<file path="config.mk">
export PLATFORM = sky130hd
export DESIGN_NAME = pgr_ram
export DESIGN_NICKNAME = d
export VERILOG_FILES = /design/src/sv/assert_macros.svh /design/src/sv/pgr_ram.sv
export SDC_FILE = /design/constraint.sdc
export NUM_CORES = 1
export LEC_CHECK = 0
export ABC_CLOCK_PERIOD_IN_PS = 1600
export BUFFER_PORTS_ARGS = -buffer_cell sky130_fd_sc_hd__buf_2
export CAP_MARGIN = 20
export CORE_MARGIN = 3
export CORE_UTILIZATION = 45
export DETAILED_ROUTE_END_ITERATION = 10
export GPL_ROUTABILITY_DRIVEN = 0
export GPL_TIMING_DRIVEN = 0
export PLACE_DENSITY = 0.66
export SYNTH_ARGS = -nofsm -noshare
export SYNTH_HDL_FRONTEND = slang
export SYNTH_SLANG_ARGS = --single-unit
</file>
<file path="constraint.sdc">
create_clock -name i_clk -period 1.6 [get_ports i_clk]
set_input_delay 0.32 -clock i_clk [delete_from_list [all_inputs] [get_ports i_clk]]
set_output_delay 0.32 -clock i_clk [all_outputs]
set_load 0.01 [all_outputs]
</file>
<file path="src/sv/assert_macros.svh">
// Assertion macros used by the RTL.
`ifndef ASSERT_MACROS_SVH
`define ASSERT_MACROS_SVH
`ifndef SYNTH
`define ASSERT_PROP(lbl, clk, rstn, prop) \
    lbl: assert property (@(posedge clk) disable iff (!rstn) prop) \
        else $error("assertion failed");
`define ASSERT_NEVER(lbl, clk, rstn, prop) \
    lbl: assert property (@(posedge clk) disable iff (!rstn) !(prop)) \
        else $error("forbidden condition seen");
`else
`define ASSERT_PROP(lbl, clk, rstn, prop)
`define ASSERT_NEVER(lbl, clk, rstn, prop)
`endif
`endif

</file>
<file path="src/sv/pgr_ram.sv">
// Generic simple dual-port RAM with registered read.
module pgr_ram #(
    parameter int WIDTH = 1,
    parameter int DEPTH = 16
) (
    input  logic                     i_clk,
    input  logic                     i_we,
    input  logic [$clog2(DEPTH)-1:0] i_waddr,
    input  logic [WIDTH-1:0]         i_wdata,
    input  logic [$clog2(DEPTH)-1:0] i_raddr,
    output logic [WIDTH-1:0]         o_rdata
);
    logic [WIDTH-1:0] r_mem [DEPTH];
    logic [WIDTH-1:0] r_rdata;

    always_ff @(posedge i_clk) begin
        if (i_we) begin
            r_mem[i_waddr] <= i_wdata;
        end
        r_rdata <= r_mem[i_raddr];
    end

    assign o_rdata = r_rdata;
endmodule

</file>
# --- Word-level counts from Yosys, hierarchy flattened ---
# Memory sizes are Yosys's and may differ from the RTL's. A register that Yosys moved wholly into a read port is not among the register bits.
# Cells that the tools add are included.
word_totals:
  ram_bits: 16
  regBits: 0
  memories: 1
  elab_cells: 3
  output_inout_bits: 1
mem_list:
  columns: ["name", "words", "width", "read_ports", "rd_clocked_by_memory_dff", "wr", "line", "rtl"]
  rows:
  - ["r_mem", 16, 1, 1, 1, 1, "pgr_ram.sv:13", "logic [WIDTH-1:0] r_mem [DEPTH];"]
op_classes:
  muxes: 2
op_table:
  columns: ["op", "n"]
  rows:
  - ["two-way mux 1 bit", 2]

# --- Depth between registers and ports, before layout ---
# Gate-level depths: netlist of run 1.
depth:
  depth_word: 2
  mapped_depth: 3

# --- Worst setup path after synthesis of run 1 ---
# OpenSTA, ideal clock, no wires.
synth_path:
  path_kind: "input port to flip-flop"
  startpoint: "in i_waddr[2]"
  endpoint: "mem r_mem[0], enable pin"
  stages: 2
  arrival_ps: 957
  setup_slack_ps: 330
  cell_sequence: "or3b_2 nor3_1"
synth_lines:
  columns: ["element", "line", "rtl"]
  rows:
  - ["start, declared", "pgr_ram.sv:8", "input logic [$clog2(DEPTH)-1:0] i_waddr,"]
  - ["end, declared", "pgr_ram.sv:13", null]
# Straight into the memory's write port.

==> key figures, run 1 <==
Run
  – Max Cap Viol: 0

Floorplanning
  – DIE AREA: 2180 um^2
  – Core footprint: 1540 um^2
  – I/O pin cnt: 12
  – Initial core utilization: 48.4%
  – Die height: 46.7 um
  – Die span in x: 46.7 um
  – Row count: 14

Routing
  – Detail Route Antenna Nets: 0
  – WL final: 1090 um
  – Vias: 439
  – Drt pass-1 iters: 4
  – Wire length per cell: 13.9 um
  – Starting DRT DRC Count: 9
  – DR vias/cell: 5.63
  – DRC violations left: 0

Timing
  – RSZ-0062 raised after global routing: no
  – Final setup fails: 0
  – Final Max Tran Viols: 0
  – Period utilization: 76.0%
  – Maximum clock rate: 0.823 GHz
  – TNS Setup: 0 ns
  – Slew HR: 85.1%
  – Worst-margin pin slew: 0.222 ns
  – Final min period: 1.22 ns
  – Hold Vio Cnt, Final: 0
  – Setup Skew: 0.00701 ns
  – Worst hold slack: 0.221 ns

Worst setup path
  – CP arrival: 1.39 ns
  – Crit Path Class: reg -> reg
  – Critical Path Sink Type: flip-flop
  – Crit path from: r_mem[5]
  – Critical path launch point type: flip-flop
  – Critical R2R Launch: r_mem[5]
  – CP required: 1.78 ns
  – Critical Path Fanout Max: 1

CTS
  – Root buffer cell: clkbuf_4
  – Post-CTS Hold Fix Bufs: 0
  – CTS clk-pin slew, worst paths: 0.09 ns
  – Postcts setup bufs: 0
  – Max Root-Sink Buffers: 2
  – Post-cts resize count: 0
  – CTS H-Tree Depth: 1
  – TritonCTS buffer count: 3
  – CTS tree: yes
  – CTS Sinks: 17
  – Clk_lat worst skew: 0.28 ns

Global routing
  – Total GRT Usage: 11.9%
  – Vias in the first global route: 441
  – Largest net degree at the start of global routing: 17
  – Grt total ovfl: 0
  – Antenna violations before repair: 0
  – First-pass GRT wire length: 1860 um

Layout
  – Final Non-Filler Cells: 78
  – Area grow syn2layout: 13.6%
  – Layout cell share with drive strength beyond 1: 24.2%
  – Antenna fix cells: 0
  – Fin util: 55.0%
  – Final #Nets: 74

Power
  – Static leakage: 0.303 nW
  – PD cells: 922 nW/um^2
  – Worst ir drop on vdd: 0.477 mV

Yosys
  – Post-Synthesis Cells: 47
  – Synth warn: 0
  – Synth Net Count: 58
  – Syn avg cell area: 15.9 um^2
  – Seq/Total Area, Yosys: 67.1%
  – Netlist cell types: 11
  – Syn Std Cell Area: 746 um^2
  – #FFs+latches synth: 17

Place
  – PortBufs: 11
  – Post-Place Cells: 74
  – HPWL after detailed placement: 821 um

Run status
  – Status: complete, no violations

Hold path
  – Worst min path class: in -> reg
  – Hold path start: i_raddr[2]
==> metal layers <==
metal  GRT usage [%]  vias to the layer above  routed length (um)
li1                -                      216                   -
met1            14.7                      207                 458
met2            20.9                       16                 534
met3            2.73                        0                  93
met4            3.31                        0                   0
met5               0                        -                   0
==> cell usage in the layout, fill, tap and decap left out, drive strengths merged <==
cell	synthesis	routed
or3b	1	1
buf	0	11
mux4	4	4
nor3	4	4
nand3	1	1
nand3b	2	2
nand2	1	1
mux2i	3	3
clkbuf	0	4
nor2	12	12
nand2b	2	2
dfxtp	1	1
edfxtp	16	16
==> sequential cells by signal, indices dropped and copies added (netlist names) <==
| register | cells |
|---|---|
| r_mem | 16 |
| o_rdata | 1 |
==> cell type report <==
type / count / area [um^2]
fill: 134 / 694
multi-input combinational: 30 / 245
timing repair buffer: 11 / 55.1
clock buffer: 4 / 26.3
tap: 16 / 20.0
sequential: 17 / 500
==> path summary, 6_finish.rpt <==
kind,endpoint,slack (ns),cells after the start
worst max-delay path,o_rdata,0.38,3
worst min-delay path,o_rdata,0.22,2
worst max register to register,o_rdata,0.38,3
worst min register to register,o_rdata,0.73,3
==> critical path: stages (launching register included) <==
cell and delay (ns):
edfxtp_1 0.37, mux4_1 0.52, mux2i_1 0.14, mux2i_1 0.08
==> power by group <==
| part | switching [mW] | internal (mW) | total, mW |
|---|---|---|---|
| sequential | 0.00210 | 0.497 | 0.499 |
| combinational | 0.0354 | 0.0307 | 0.0661 |
| clock | 0.120 | 0.0966 | 0.216 |
==> kinds of logic (layout without fill, tap and decap cells) <==
group	Yosys count	count (layout)	synth area share, %
simple gates	23	23	14.8
buf+inv	0	15	0
mux	7	7	18.1
flops	17	17	67.1
==> Yosys cell counts <==
cell / count / area [um^2]
dfxtp_1: 1 / 20.0
edfxtp_1: 16 / 480
mux2i_1: 3 / 30.0
mux4_1: 4 / 105
nand2_1: 1 / 3.75
nand2b_1: 2 / 12.5
nand3_1: 1 / 5.00
nand3b_1: 2 / 15.0
nor2_1: 12 / 45.0
nor3_1: 4 / 20.0
or3b_2: 1 / 8.76
==> stage by stage <==
| stage | instance area (um^2) | worst slack [ns] | power, mW |
|---|---|---|---|
| 5_1_grt | 847 | 0.325 | 0.820 |
| 3_3_place_gp | 821 | 0.147 | 0.574 |
| 3_5_place_dp | 821 | 0.133 | 0.576 |
| 4_1_cts | 847 | 0.355 | 0.786 |
| 2_1_floorplan | 746 | 0.330 | 0.541 |
| 6_report | 847 | 0.385 | 0.781 |
(Power assumes the default switching activity.)
==> run 2, diff against run 1 <==
--- a/config.mk
+++ b/config.mk
@@ -5,15 +5,17 @@
 export SDC_FILE = /design/constraint.sdc
 export NUM_CORES = 1
 export LEC_CHECK = 0
-export ABC_CLOCK_PERIOD_IN_PS = 1600
+export ABC_AREA = 1
+export ABC_CLOCK_PERIOD_IN_PS = 1200
 export BUFFER_PORTS_ARGS = -buffer_cell sky130_fd_sc_hd__buf_2
 export CAP_MARGIN = 20
+export CORE_ASPECT_RATIO = 1.4
 export CORE_MARGIN = 3
 export CORE_UTILIZATION = 45
 export DETAILED_ROUTE_END_ITERATION = 10
 export GPL_ROUTABILITY_DRIVEN = 0
 export GPL_TIMING_DRIVEN = 0
-export PLACE_DENSITY = 0.66
+export PLACE_DENSITY = 0.65
 export SYNTH_ARGS = -nofsm -noshare
 export SYNTH_HDL_FRONTEND = slang
 export SYNTH_SLANG_ARGS = --single-unit
==> constraint.sdc (replaced) <==
create_clock -name i_clk -period 1.2 [get_ports i_clk]
set_input_delay 0.24 -clock i_clk [delete_from_list [all_inputs] [get_ports i_clk]]
set_output_delay 0.24 -clock i_clk [all_outputs]
set_load 0.01 [all_outputs]
==> key figures, run 2 <==
Run status
  – Status: complete, no violations

Timing
  – Worst hold slack: 0.187 ns (-0.0341 ns)
  – Setup Skew: 0.00533 ns (-0.00167 ns)
  – RSZ-0062 raised after global routing: no
  – Slew HR: 84.7% (-0.39 points)
  – Worst-margin pin slew: 0.228 ns (+0.00578 ns)
  – TNS Setup: 0 ns (unchanged)
  – Final setup fails: 0 (unchanged)
  – Final setup margin: 0.242 ns (-0.143 ns)
  – Period utilization: 79.8%
  – Maximum clock rate: 1.04 GHz
  – Final min period: 0.958 ns
  – Final Max Tran Viols: 0 (unchanged)
  – Hold Vio Cnt, Final: 0 (unchanged)

Worst setup path
  – Critical R2R Launch: r_mem[8]
  – Critical Path Fanout Max: 1 (unchanged)
  – Crit path from: o_rdata
  – Buffers and inverters on the worst path: 1 (+1)
  – Worst r2r path cells: 6 (+3)
  – CP arrival: 0.72 ns (-0.67 ns)
  – Slowest cell on crit path: dfxtp_1
  – CP peak stage delay: 0.30 ns (-0.22 ns)
  – Setup crit end: o_rdata
  – Critical path launch point type: flip-flop
  – Worst path cell trace: buf_2
  – RR Endpoint: o_rdata
  – R2r setup slk: 0.32 ns (-0.06 ns)
  – Critical Path Stages: 1 (-2)
  – Top Family by Delay on Critical Path: flip-flops
  – CP required: 0.96 ns (-0.82 ns)
  – Crit Path Class: reg -> out
  – Critical Path Sink Type: output pin

CTS
  – CTS tree: yes
  – CTS H-Tree Depth: 1 (unchanged)
  – Max Root-Sink Buffers: 2 (unchanged)
  – CTS clk-pin slew, worst paths: 0.09 ns (about the same)
  – TritonCTS buffer count: 3 (unchanged)
  – CTS Sinks: 17 (unchanged)
  – Postcts setup bufs: 0 (unchanged)
  – Clk_lat worst skew: 0.29 ns (about the same)
  – Post-cts resize count: 0 (unchanged)
  – Post-CTS Hold Fix Bufs: 0 (unchanged)
  – Root buffer cell: clkbuf_4

Place
  – Post-place setup slack: 0.103 ns (-0.0298 ns)
  – PortBufs: 10 (-1)
  – Post-Place Cells: 125 (+69%)
  – HPWL after detailed placement: 1060 um (+29%)

Yosys
  – Synth Net Count: 107 (+84%)
  – Number of enable flip-flop cells after synthesis: 16 (unchanged)
  – #FFs+latches synth: 17 (unchanged)
  – Most frequent cell after synthesis: nand2_1
  – Syn Std Cell Area: 847 um^2 (+14%)
  – Syn avg cell area: 8.82 um^2 (-44%)
  – Synth cell count leaders: 24 x nand2_1, 19 x inv_1, 16 x edfxtp_1
  – Netlist cell types: 11 (unchanged)
  – Yosys top cell area share: 56.7% (-7.7 points)
  – Synth warn: 0 (unchanged)
  – Top cells by area, synth: edfxtp_1 57%, nand2_1 11%, inv_1 8.4%, nand3_1 8.3%, nor3_1 4.7%
  – Yosys top cell by area: edfxtp_1
  – Top_reg_cell synth: edfxtp_1
  – Post-Synthesis Cells: 96 (+100%)
  – Seq/Total Area, Yosys: 59.1% (-8.0 points)
  – FFs w/ async S/R, synth: 0% (unchanged)

Routing
  – DR vias/cell: 4.89 (-13%)
  – Drt pass-1 iters: 4 (unchanged)
  – Vias: 631 (+44%)
  – Detail Route Antenna Nets: 0 (unchanged)
  – Starting DRT DRC Count: 15 (+6)
  – WL final: 1380 um (+27%)
  – DRC violations left: 0 (unchanged)
  – Wire length per cell: 10.7 um (-23%)

Hold path
  – Hold path start: i_raddr[3]
  – Worst min path class: in -> reg

Power
  – Static leakage: 0.433 nW (+43%)
  – Switch Pwr: 0.246 mW (+56%)
  – Gate power share: 10.8% (+2.3 points)
  – Switching Share: 22.8% (+2.7 points)
  – PD cells: 1140 nW/um^2 (+23%)
  – Worst ir drop on vdd: 0.717 mV (+50%)
  – Reg power frac: 61.7% (-2.2 points)
  – Int Pwr: 0.833 mW (+33%)
  – Clk pwr share: 27.5% (-0.2 points)

Floorplanning
  – Die span in x: 42.7 um (-8.6%)
  – Core footprint: 1680 um^2 (+9.0%)
  – DIE AREA: 2450 um^2 (+12%)
  – Row count: 17 (+3)
  – Die height: 57.3 um (+23%)
  – I/O pin cnt: 12 (unchanged)
  – Initial core utilization: 50.4% (+2.0 points)

Layout
  – Largest register FFs: 16 (unchanged)
  – Layout cell share with drive strength beyond 1: 17.3% (-6.9 points)
  – Final #Nets: 122 (+65%)
  – Register area: 500 um^2 (unchanged)
  – Footprint of the multi-input gates: 249 um^2 (+1.5%)
  – Final Non-Filler Cells: 129 (+65%)
  – Largest Register: r_mem
  – Filler cells: 154 (+15%)
  – Antenna fix cells: 0 (unchanged)
  – Commonest non-fill, non-tap cells in the layout: 24 x nand2_1, 19 x inv_1, 16 x edfxtp_1
  – Commonest non-fill, non-tap cell in the layout: nand2_1
  – Area grow syn2layout: 11.8%

Global routing
  – Grt total ovfl: 0 (unchanged)
  – Total GRT Usage: 12.9% (+1.1 points)
  – Vias in the first global route: 582 (+32%)
  – Largest net degree at the start of global routing: 17 (unchanged)
  – First-pass GRT wire length: 2410 um (+30%)
  – Antenna violations before repair: 0 (unchanged)

Run
  – Max Cap Viol: 0 (unchanged)
run 2: cell count changes after synthesis, sizes merged:
cell    before  now
nand3b       2    0
nor3         4    8
nand2        1   27
nor2        12    8
buf          0    1
nand3        1   14
or3b         1    0
mux2i        3    0
nand2b       2    0
inv          0   21
mux4         4    0
run 2: how the worst min path moves through the flow:
| stage | to | slack [ns] | cells after the start |
|---|---|---|---|
| finish | o_rdata | 0.19 | 3 |
| global route | o_rdata | 0.21 | 3 |
| CTS | o_rdata | 0.18 | 3 |
| detailed placement | o_rdata | 0.49 | 3 |
| global placement | o_rdata | 0.47 | 3 |
| floorplan | r_mem[0] | 0.34 | 0 |
run 2: routing by layer:
metal | up-vias | global-route usage, % | wire [um]
li1 | 338 | - | -
met1 | 271 | 13.6 | 568
met2 | 17 | 23.4 | 693
met3 | 5 | 1.89 | 74
met4 | 0 | 8.00 | 43
met5 | - | 0 | 0
run 2: stage by stage:
stage | power (mW) | instance area [um^2] | utilization (%)
6_report | 1.08 | 947 | 56.4
2_1_floorplan | 0.750 | 847 | -
5_1_grt | 1.12 | 947 | 56.4
4_1_cts | 1.09 | 947 | 56.4
3_3_place_gp | 0.792 | 921 | 54.8
3_5_place_dp | 0.795 | 921 | 54.8
run 2: power by group through the flow:
stage	sequential [mW]	combinational, mW	clock, mW
floorplan	0.681	0.0686	0
global placement	0.679	0.112	0
detailed placement	0.679	0.116	0
CTS	0.665	0.117	0.306
global route	0.667	0.134	0.322
finish	0.665	0.117	0.297
run 2: worst reg2reg max path, stage by stage (launching register included):
cell and delay, ns:
edfxtp_1 0.37, inv_1 0.07, nand2_2 0.04, nand3_1 0.06, nand3_1 0.09, nand3_1 0.09, nand2_1 0.05
run 2: cell type report:
cell class | instances | share of cell area (%)
repair buffers | 10 | 5.28
flip-flops and latches | 17 | 52.8
well taps | 19 | 2.51
plain buffers | 1 | 1.19
inverters | 21 | 9.11
clock buffers | 4 | 2.77
multi-input cells | 57 | 26.3
run 2: cell families (layout without fill, tap and decap cells):
family,after synthesis,after routing,synth area share (%)
buf+inv,22,36,11.5
simple gates,57,57,29.4
flops,17,17,59.1
